$ cat src/rtl/core/assert_macros.svh
// Assertion helpers shared by the encoder modules.
`ifndef ASSERT_MACROS_SVH
`define ASSERT_MACROS_SVH

// Clocked check that is switched off while reset is high.
`define B32E_ASSERT(label, clk, rst, prop, msg) \
  label: assert property (@(posedge clk) disable iff (rst) prop) else $error(msg);

// Clocked check that also holds during reset.
`define B32E_ASSERT_ALWAYS(label, clk, prop, msg) \
  label: assert property (@(posedge clk) prop) else $error(msg);

`endif

$ cat src/rtl/core/b32e_pkg.sv
// ----------------------------------------------------------------------------
// Base32 multibase encoder package
// Payload types, constants and the symbol lookup shared by the encoder.
// ----------------------------------------------------------------------------
package b32e_pkg;

  localparam int COUNT_WIDTH_DEF = 16;
  localparam int MAX_CHARS       = 4;
  localparam logic [15:0] CAPACITY_RESET = 16'hFFFF;
  localparam logic [7:0]  PREFIX_CHAR    = 8'h62;  // ASCII 'b'
  localparam logic [4:0]  SYMBOL_MASK    = 5'h1F;

  // One input beat.
  typedef struct packed {
    logic [7:0] data_byte;
    logic       last_byte;
    logic       empty_message;
  } b32e_in_t;

  // One output beat.
  typedef struct packed {
    logic [7:0]  character;
    logic        last_char;
    logic        status;
    logic [15:0] char_count;
  } b32e_out_t;

  // Characters produced by one input beat, before the capacity check.
  typedef struct packed {
    logic [MAX_CHARS-1:0][7:0] chars;
    logic [1:0]                final_idx;  // index of the last valid character
    logic                      last;       // beat closes the message
    logic                      restart;    // discard the running count first
  } b32e_rec_t;

  // Lowercase base32 alphabet: a..z then 2..7.
  function automatic logic [7:0] b32_symbol(input logic [4:0] v);
    logic [7:0] sym;
    if (v < 5'd26) begin
      sym = 8'h61 + {3'b000, v};
    end else begin
      sym = 8'h32 + {3'b000, v - 5'd26};
    end
    return sym;
  endfunction

endpackage

$ cat src/rtl/core/b32e_slicer.sv
// ----------------------------------------------------------------------------
// Base32 bit slicer
// Splits each input byte plus carried bits into 5-bit symbols and registers
// the characters of one beat as a record for the emitter.
// ----------------------------------------------------------------------------
`include "assert_macros.svh"

module b32e_slicer (
  input  logic               clk,
  input  logic               rst,
  input  logic               in_valid,
  output logic               in_ready,
  input  b32e_pkg::b32e_in_t in_data,
  output logic               rec_valid,
  output b32e_pkg::b32e_rec_t rec,
  input  logic               rec_take
);
  import b32e_pkg::*;

  logic [3:0] leftover_bits, leftover_bits_next;
  logic [2:0] leftover_count, leftover_count_next;
  logic       message_started, message_started_next;
  b32e_rec_t  rec_next;
  logic       in_fire;

  logic [11:0] acc;
  logic [3:0]  nbits;
  logic        two_syms;
  logic [3:0]  sh0;
  logic [3:0]  sh1;
  logic [2:0]  rem;
  logic [11:0] rem_mask;
  logic [3:0]  rem_bits;
  logic [4:0]  flush_sym;
  logic [2:0]  k;

  assign in_ready = !rec_valid || rec_take;
  assign in_fire  = in_valid && in_ready;

  // Slice the carried bits and the new byte into symbols.
  always_comb begin
    acc      = {leftover_bits, in_data.data_byte};
    nbits    = {1'b0, leftover_count} + 4'd8;
    two_syms = (nbits >= 4'd10);
    sh0      = nbits - 4'd5;
    sh1      = nbits - 4'd10;
    rem      = two_syms ? sh1[2:0] : sh0[2:0];
    rem_mask = (12'd1 << rem) - 12'd1;
    rem_bits = 4'(acc & rem_mask);
    flush_sym = (5'(rem_bits) << (3'd5 - rem)) & SYMBOL_MASK;

    rec_next       = '0;
    k              = 3'd0;
    leftover_bits_next   = leftover_bits;
    leftover_count_next  = leftover_count;
    message_started_next = message_started;

    if (in_data.empty_message) begin
      rec_next.chars[0]   = PREFIX_CHAR;
      rec_next.final_idx  = 2'd0;
      rec_next.last       = 1'b1;
      rec_next.restart    = 1'b1;
      leftover_bits_next   = '0;
      leftover_count_next  = '0;
      message_started_next = 1'b0;
    end else begin
      if (!message_started) begin
        rec_next.chars[k[1:0]] = PREFIX_CHAR;
        k = k + 3'd1;
      end
      rec_next.chars[k[1:0]] = b32_symbol(5'(acc >> sh0) & SYMBOL_MASK);
      k = k + 3'd1;
      if (two_syms) begin
        rec_next.chars[k[1:0]] = b32_symbol(5'(acc >> sh1) & SYMBOL_MASK);
        k = k + 3'd1;
      end
      if (in_data.last_byte && (rem != 3'd0)) begin
        rec_next.chars[k[1:0]] = b32_symbol(flush_sym);
        k = k + 3'd1;
      end
      rec_next.final_idx = 2'(k - 3'd1);
      rec_next.last      = in_data.last_byte;
      rec_next.restart   = 1'b0;
      if (in_data.last_byte) begin
        leftover_bits_next   = '0;
        leftover_count_next  = '0;
        message_started_next = 1'b0;
      end else begin
        leftover_bits_next   = rem_bits;
        leftover_count_next  = rem;
        message_started_next = 1'b1;
      end
    end
  end

  // Carry state and record valid.
  always_ff @(posedge clk) begin
    if (rst) begin
      leftover_bits   <= '0;
      leftover_count  <= '0;
      message_started <= 1'b0;
      rec_valid       <= 1'b0;
    end else begin
      if (in_fire) begin
        leftover_bits   <= leftover_bits_next;
        leftover_count  <= leftover_count_next;
        message_started <= message_started_next;
      end
      rec_valid <= in_fire || (rec_valid && !rec_take);
    end
  end

  // Record payload.
  always_ff @(posedge clk) begin
    if (in_fire) begin
      rec <= rec_next;
    end
  end

  `B32E_ASSERT(a_leftover_range, clk, rst, leftover_count <= 3'd4, "leftover count above four")
  `B32E_ASSERT(a_idle_no_carry, clk, rst, !message_started |-> leftover_count == 3'd0, "carry outside a message")
  `B32E_ASSERT(a_ready_when_free, clk, rst, !rec_valid |-> in_ready, "input held off with no record")

endmodule

$ cat src/rtl/core/b32e_emit.sv
// ----------------------------------------------------------------------------
// Base32 character emitter
// Drains a record into the output register a character per cycle unless
// stalled, applies the capacity limit, reports status/count on the final beat.
// ----------------------------------------------------------------------------
`include "assert_macros.svh"

module b32e_emit #(
  parameter int COUNT_WIDTH = b32e_pkg::COUNT_WIDTH_DEF
) (
  input  logic                clk,
  input  logic                rst,
  input  logic [15:0]         capacity,
  input  logic                rec_valid,
  input  b32e_pkg::b32e_rec_t rec,
  output logic                rec_take,
  output logic                out_valid,
  input  logic                out_ready,
  output b32e_pkg::b32e_out_t out_data
);
  import b32e_pkg::*;

  localparam int CMP_W = (COUNT_WIDTH > 16) ? COUNT_WIDTH : 16;

  b32e_rec_t              cur;
  logic                   cur_valid;
  logic [1:0]             cur_idx;
  logic [COUNT_WIDTH-1:0] emitted_count, emitted_count_next;
  logic                   overflowed, overflowed_next;
  b32e_out_t              out_next;

  logic                   step;
  logic                   at_end;
  logic                   load;
  logic                   fits;
  logic                   finish;
  logic [COUNT_WIDTH-1:0] count_after;
  logic                   ovf_after;
  logic [CMP_W-1:0]       count_ext;

  assign step     = cur_valid && (!out_valid || out_ready);
  assign at_end   = (cur_idx == cur.final_idx);
  assign load     = !cur_valid || (step && at_end);
  assign rec_take = load && rec_valid;

  // Capacity check and count update for the character being emitted.
  always_comb begin
    fits = (CMP_W'(emitted_count) < CMP_W'(capacity)) && (emitted_count != '1);
    count_after = fits ? emitted_count + COUNT_WIDTH'(1) : emitted_count;
    ovf_after   = overflowed || !fits;
    finish      = cur.last && at_end;
    count_ext   = CMP_W'(count_after);

    out_next           = '0;
    out_next.character = fits ? cur.chars[cur_idx] : 8'h00;
    out_next.last_char = finish;
    out_next.status    = finish && ovf_after;
    out_next.char_count = finish ? count_ext[15:0] : 16'h0000;

    emitted_count_next = emitted_count;
    overflowed_next    = overflowed;
    if (step) begin
      emitted_count_next = finish ? '0 : count_after;
      overflowed_next    = finish ? 1'b0 : ovf_after;
    end
    // An empty message drops whatever was counted so far.
    if (rec_take && rec.restart) begin
      emitted_count_next = '0;
      overflowed_next    = 1'b0;
    end
  end

  // Control state.
  always_ff @(posedge clk) begin
    if (rst) begin
      cur_valid     <= 1'b0;
      cur_idx       <= '0;
      emitted_count <= '0;
      overflowed    <= 1'b0;
      out_valid     <= 1'b0;
    end else begin
      emitted_count <= emitted_count_next;
      overflowed    <= overflowed_next;
      if (load) begin
        cur_valid <= rec_valid;
        cur_idx   <= '0;
      end else if (step) begin
        cur_idx <= cur_idx + 2'd1;
      end
      if (step) begin
        out_valid <= 1'b1;
      end else if (out_ready) begin
        out_valid <= 1'b0;
      end
    end
  end

  // Payload registers.
  always_ff @(posedge clk) begin
    if (rec_take) begin
      cur <= rec;
    end
    if (step) begin
      out_data <= out_next;
    end
  end

  `B32E_ASSERT(a_clear_after_final, clk, rst, (step && finish) |=> (emitted_count == '0 && !overflowed), "count not cleared after final beat")
  `B32E_ASSERT(a_idx_in_record, clk, rst, cur_valid |-> cur_idx <= cur.final_idx, "character index past record end")
  `B32E_ASSERT(a_summary_on_final, clk, rst, (out_valid && !out_data.last_char) |-> (!out_data.status && out_data.char_count == 16'h0000), "summary fields set on a non-final beat")

endmodule

$ cat src/rtl/core/base32_multibase_encoder.sv
// ----------------------------------------------------------------------------
// Base32 multibase encoder top level
// Usage: the in channel takes one message byte per beat (data_byte, with
// last_byte on the final byte, or empty_message alone for a zero-length
// message). The out channel gives one character per beat: the prefix 'b',
// then lowercase base32 symbols, with last_char, status and char_count
// meaningful on the final beat of a message.
// A byte passes the slicer's record register and the emitter's current
// record register to the output register, which moves one character per
// cycle unless out_ready holds it. A byte gives 1 to 3 characters (its
// prefix or second symbol, one symbol, flush symbol), 1.6 on a long message.
// The beat register between the slicer and the emitter lets a new byte be
// taken while the previous one's characters still drain.
// cfg_we/cfg_wdata set the capacity; write it only while idle.
// Reset clears the carried bits, the count and the pipeline, and sets the
// capacity to 65535. When out_ready is low the output beat holds, the
// emitter and then the slicer fill, and in_ready falls.
// ----------------------------------------------------------------------------
module base32_multibase_encoder #(
  parameter int COUNT_WIDTH = b32e_pkg::COUNT_WIDTH_DEF
) (
  input  logic                clk,
  input  logic                rst,
  input  logic                in_valid,
  output logic                in_ready,
  input  b32e_pkg::b32e_in_t  in_data,
  output logic                out_valid,
  input  logic                out_ready,
  output b32e_pkg::b32e_out_t out_data,
  input  logic                cfg_we,
  input  logic [15:0]         cfg_wdata
);
  import b32e_pkg::*;

  logic [15:0] capacity;
  logic        rec_valid;
  logic        rec_take;
  b32e_rec_t   rec;

  // Capacity register.
  always_ff @(posedge clk) begin
    if (rst) begin
      capacity <= CAPACITY_RESET;
    end else if (cfg_we) begin
      capacity <= cfg_wdata;
    end
  end

  b32e_slicer u_slicer (
    .clk       (clk),
    .rst       (rst),
    .in_valid  (in_valid),
    .in_ready  (in_ready),
    .in_data   (in_data),
    .rec_valid (rec_valid),
    .rec       (rec),
    .rec_take  (rec_take)
  );

  b32e_emit #(
    .COUNT_WIDTH (COUNT_WIDTH)
  ) u_emit (
    .clk       (clk),
    .rst       (rst),
    .capacity  (capacity),
    .rec_valid (rec_valid),
    .rec       (rec),
    .rec_take  (rec_take),
    .out_valid (out_valid),
    .out_ready (out_ready),
    .out_data  (out_data)
  );

endmodule

$ cat config.mk
export PLATFORM = sky130hd
export DESIGN_NAME = base32_multibase_encoder
export DESIGN_NICKNAME = d
export VERILOG_FILES = /design/src/rtl/core/b32e_pkg.sv /design/src/rtl/core/b32e_slicer.sv /design/src/rtl/core/b32e_emit.sv /design/src/rtl/core/base32_multibase_encoder.sv
export VERILOG_INCLUDE_DIRS = /design/src /design/src/rtl/core
export SDC_FILE = /design/constraint.sdc
export NUM_CORES = 1
export LEC_CHECK = 0
export BUFFER_PORTS_ARGS = -buffer_cell sky130_fd_sc_hd__clkbuf_2
export CAP_MARGIN = 25
export CORE_ASPECT_RATIO = 0.75
export CORE_MARGIN = 2
export CORE_UTILIZATION = 56
export CTS_CLUSTER_SIZE = 12
export DETAILED_ROUTE_END_ITERATION = 8
export HOLD_SLACK_MARGIN = 0.15
export PLACE_DENSITY = 0.86
export SLEW_MARGIN = 10
export SYNTH_ARGS = -nofsm -noshare
export SYNTH_HDL_FRONTEND = slang
export SYNTH_SLANG_ARGS = --single-unit
$ cat constraint.sdc
create_clock -name clk -period 11.01 [get_ports clk]
set_input_delay 1.101 -clock clk [delete_from_list [all_inputs] [get_ports clk]]
set_output_delay 1.101 -clock clk [all_outputs]
set_load 0.05 [all_outputs]
==> reports/results.ini <==
[status]
status = finished clean

[worst_setup_path]
path_cells = inv_1 -> ha_1 -> and3b_1 -> or4_4 -> o21ai_2 -> ha_1 -> nor2b_1 -> o21ai_0 -> a21oi_1 -> inv_1 -> ha_1 -> nor3_4 -> a31oi_4 -> mux2i_1 -> a22oi_1 -> or2_1
end_kind = flip-flop
arrival_ns = 5.34
cp_common_cell = ha_1
max_stage_delay_ns = 0.74
critical_path.max_fanout = 20
worstSetupPathType = reg -> reg
crit_slowest_cell = dfxtp_1
cp.required_ns = 11.18
start_kind = flip-flop

[placed_design]
dp_hpwl_um = 12800
gp_routability_congestion = 0.961
portBuffers = 58

[global_routing]
grt_overflow = 0
grt_max_degree = 40
grt_pass1_vias = 6117
grt_pass1_wl_um = 29700
grt_usage = 0.242
antenna_found_initial = 0

[clocking]
cts_max_path_buffers = 2
cts-htree-levels = 4
clockRootBuffer = clkbuf_16
cts.sinks = 143
cts_resized = 0
worstSkewPairLatency_ns = 0.42
cts_buffers = 17
hold_buffers = 0
cts_tree = built
clkTransAtPathRegs_ns = 0.06
cts_setup_buffers = 0

[routing]
wire_per_inst_um = 17.3
viasPerCell = 6.11
wl_um = 18100
ant_nets = 0
via_count = 6398
drt_iter0_drc = 590
drc_errors = 0
dr.pass1.iters = 5

[synth]
synth_common_cells = 97 x edfxtp_1, 77 x nand2_1, 69 x nor2_1
synth-seq-cells = 143
synth_area_leaders = edfxtp_1 35%, dfxtp_1 11%, mux4_2 5.2%
synth_cells = 789
yosys_warnings = 0
syn_nets = 854
syn_area_um2 = 8220
yosys.cell_types.count = 86
synth-main-ff-cell = edfxtp_1
synth_top_cell_area_share = 0.354
async_flop_share = 0
syn_area_per_cell_um2 = 10.4
yosysSeqAreaShare = 0.467
synth_area_leader_cell = edfxtp_1
yosysMostFrequentCell = edfxtp_1
synth_edf_count = 97

[die]
start_util = 0.570
io_pins = 59
dieArea_um2 = 15700
chipHeight_um = 109
die_x_um = 144
rows = 38
core_area_um2 = 14400

[sta]
skew_ns = 0.00721
period_minus_slack_ns = 5.17
fmax_mhz = 193
finalSetupViolations = 0
worst_slew_pin_slew_ns = 0.872
relSlewSlack = 0.416
rsz0062_at_grt = false
fin_crit_sh = 0.469
drv_slew = 0
finalHoldViolCount = 0
tns_ns = 0

[pwr]
power_density_nw_per_um2 = 152
power.leakage_nw = 3.63
max-vdd-ir-drop_mv = 0.133

[layout]
nFillCells = 1124
final_core_util = 0.639
diodes = 0
area_growth_pct = 12.1
multiInputGateArea_um2 = 4000
drive_above_1_share = 0.172
regArea_um2 = 3830
fin_nets = 899

[worst_hold_path]
min_path_type = reg -> reg

[flow_run]
max-cap-violations = 0

[flip-flops by register name, summed over array words and instances (netlist names)]
name and cells:
u_slicer.message_started 1, capacity 16, u_emit.out_data 26, u_slicer.leftover_bits 4, u_emit.cur_idx 2, u_slicer.rec_valid 1, u_slicer.leftover_count 3, u_slicer.rec 36
u_emit.out_valid 1, u_emit.cur 35, u_emit.overflowed 1, u_emit.cur_valid 1, u_emit.emitted_count 16
[worst max-delay path, delay by kind of cell, from the launching register on]
family,cells,cell delay (ns)
multiplexers,1,0.31
AND/OR/NAND/NOR,5,1.54
flip-flops,1,0.74
AO/OA/AOI/OAI,5,0.97
buffers and inverters,2,0.34
adder cells (fa/ha/maj),3,1.01
[metal layers]
layer  wire, um  vias up  track usage
met5          0        -            0
met4        319        0       0.0819
met3       1290       35       0.0567
met2       8670      285        0.403
met1       7780     3059        0.316
li1           -     3019            -
[power breakdown]
group,switching (W),total [W],internal [W]
clock,0.000218,0.000596,0.000378
combinational,0.000124,0.000188,0.0000639
sequential,0.00000983,0.000614,0.000604
[layout by cell type, fill, tap and decap left out, drive strengths merged, types with 27 or more instances in the layout]
| cell type | netlist | layout |
|---|---|---|
| ha | 34 | 34 |
| o21ai | 27 | 27 |
| inv | 38 | 40 |
| edfxtp | 97 | 97 |
| nand2 | 77 | 77 |
| nand3 | 37 | 37 |
| clkbuf | 25 | 75 |
| nor2 | 69 | 69 |
| dfxtp | 46 | 46 |
| a21oi | 44 | 44 |
[per-stage QoR]
step / hold WS (ns) / setup WS [ns] / total power [W] / area, um2 / cells
final: 0.417 / 5.84 / 0.00140 / 9210 / 1047
after detailed placement: 0.405 / 5.93 / 0.000809 / 8590 / 1015
after global placement: 0.401 / 6.16 / 0.000802 / 8570 / 1014
after global routing: 0.425 / 5.43 / 0.00145 / 9210 / 1047
after CTS: 0.417 / 5.94 / 0.00140 / 9210 / 1047
after floorplan: 0.400 / 6.62 / 0.000764 / 8220 / 789
[worst paths after layout]
kind / from / slack [ns] / end / depth (start not counted)
max reg2reg: u_slicer.leftover_count[1] / 5.84 / u_slicer.rec[5] / 16
max: u_slicer.leftover_count[1] / 5.84 / u_slicer.rec[5] / 16
min reg2reg: u_slicer.rec[28] / 0.42 / u_emit.cur[28] / 0
min: u_slicer.rec[28] / 0.42 / u_emit.cur[28] / 0
[layout make-up]
| class | count | share of cell area |
|---|---|---|
| multi-input combinational | 567 | 0.434 |
| sequential | 143 | 0.416 |
| clock buffer | 17 | 0.0462 |
| timing repair buffer | 64 | 0.0386 |
| tap | 200 | 0.0272 |
| clock inverter | 15 | 0.0209 |
| inverter | 41 | 0.0167 |
[cell families after synthesis]
kind of cell	synth area share
buf+inv	0.0464
simple gates	0.180
compound gates	0.139
other cells	0.000456
fa+ha+maj	0.0518
xor+xnor	0.0320
mux	0.0830
flops	0.467
Power figures use the tool's default switching activity.
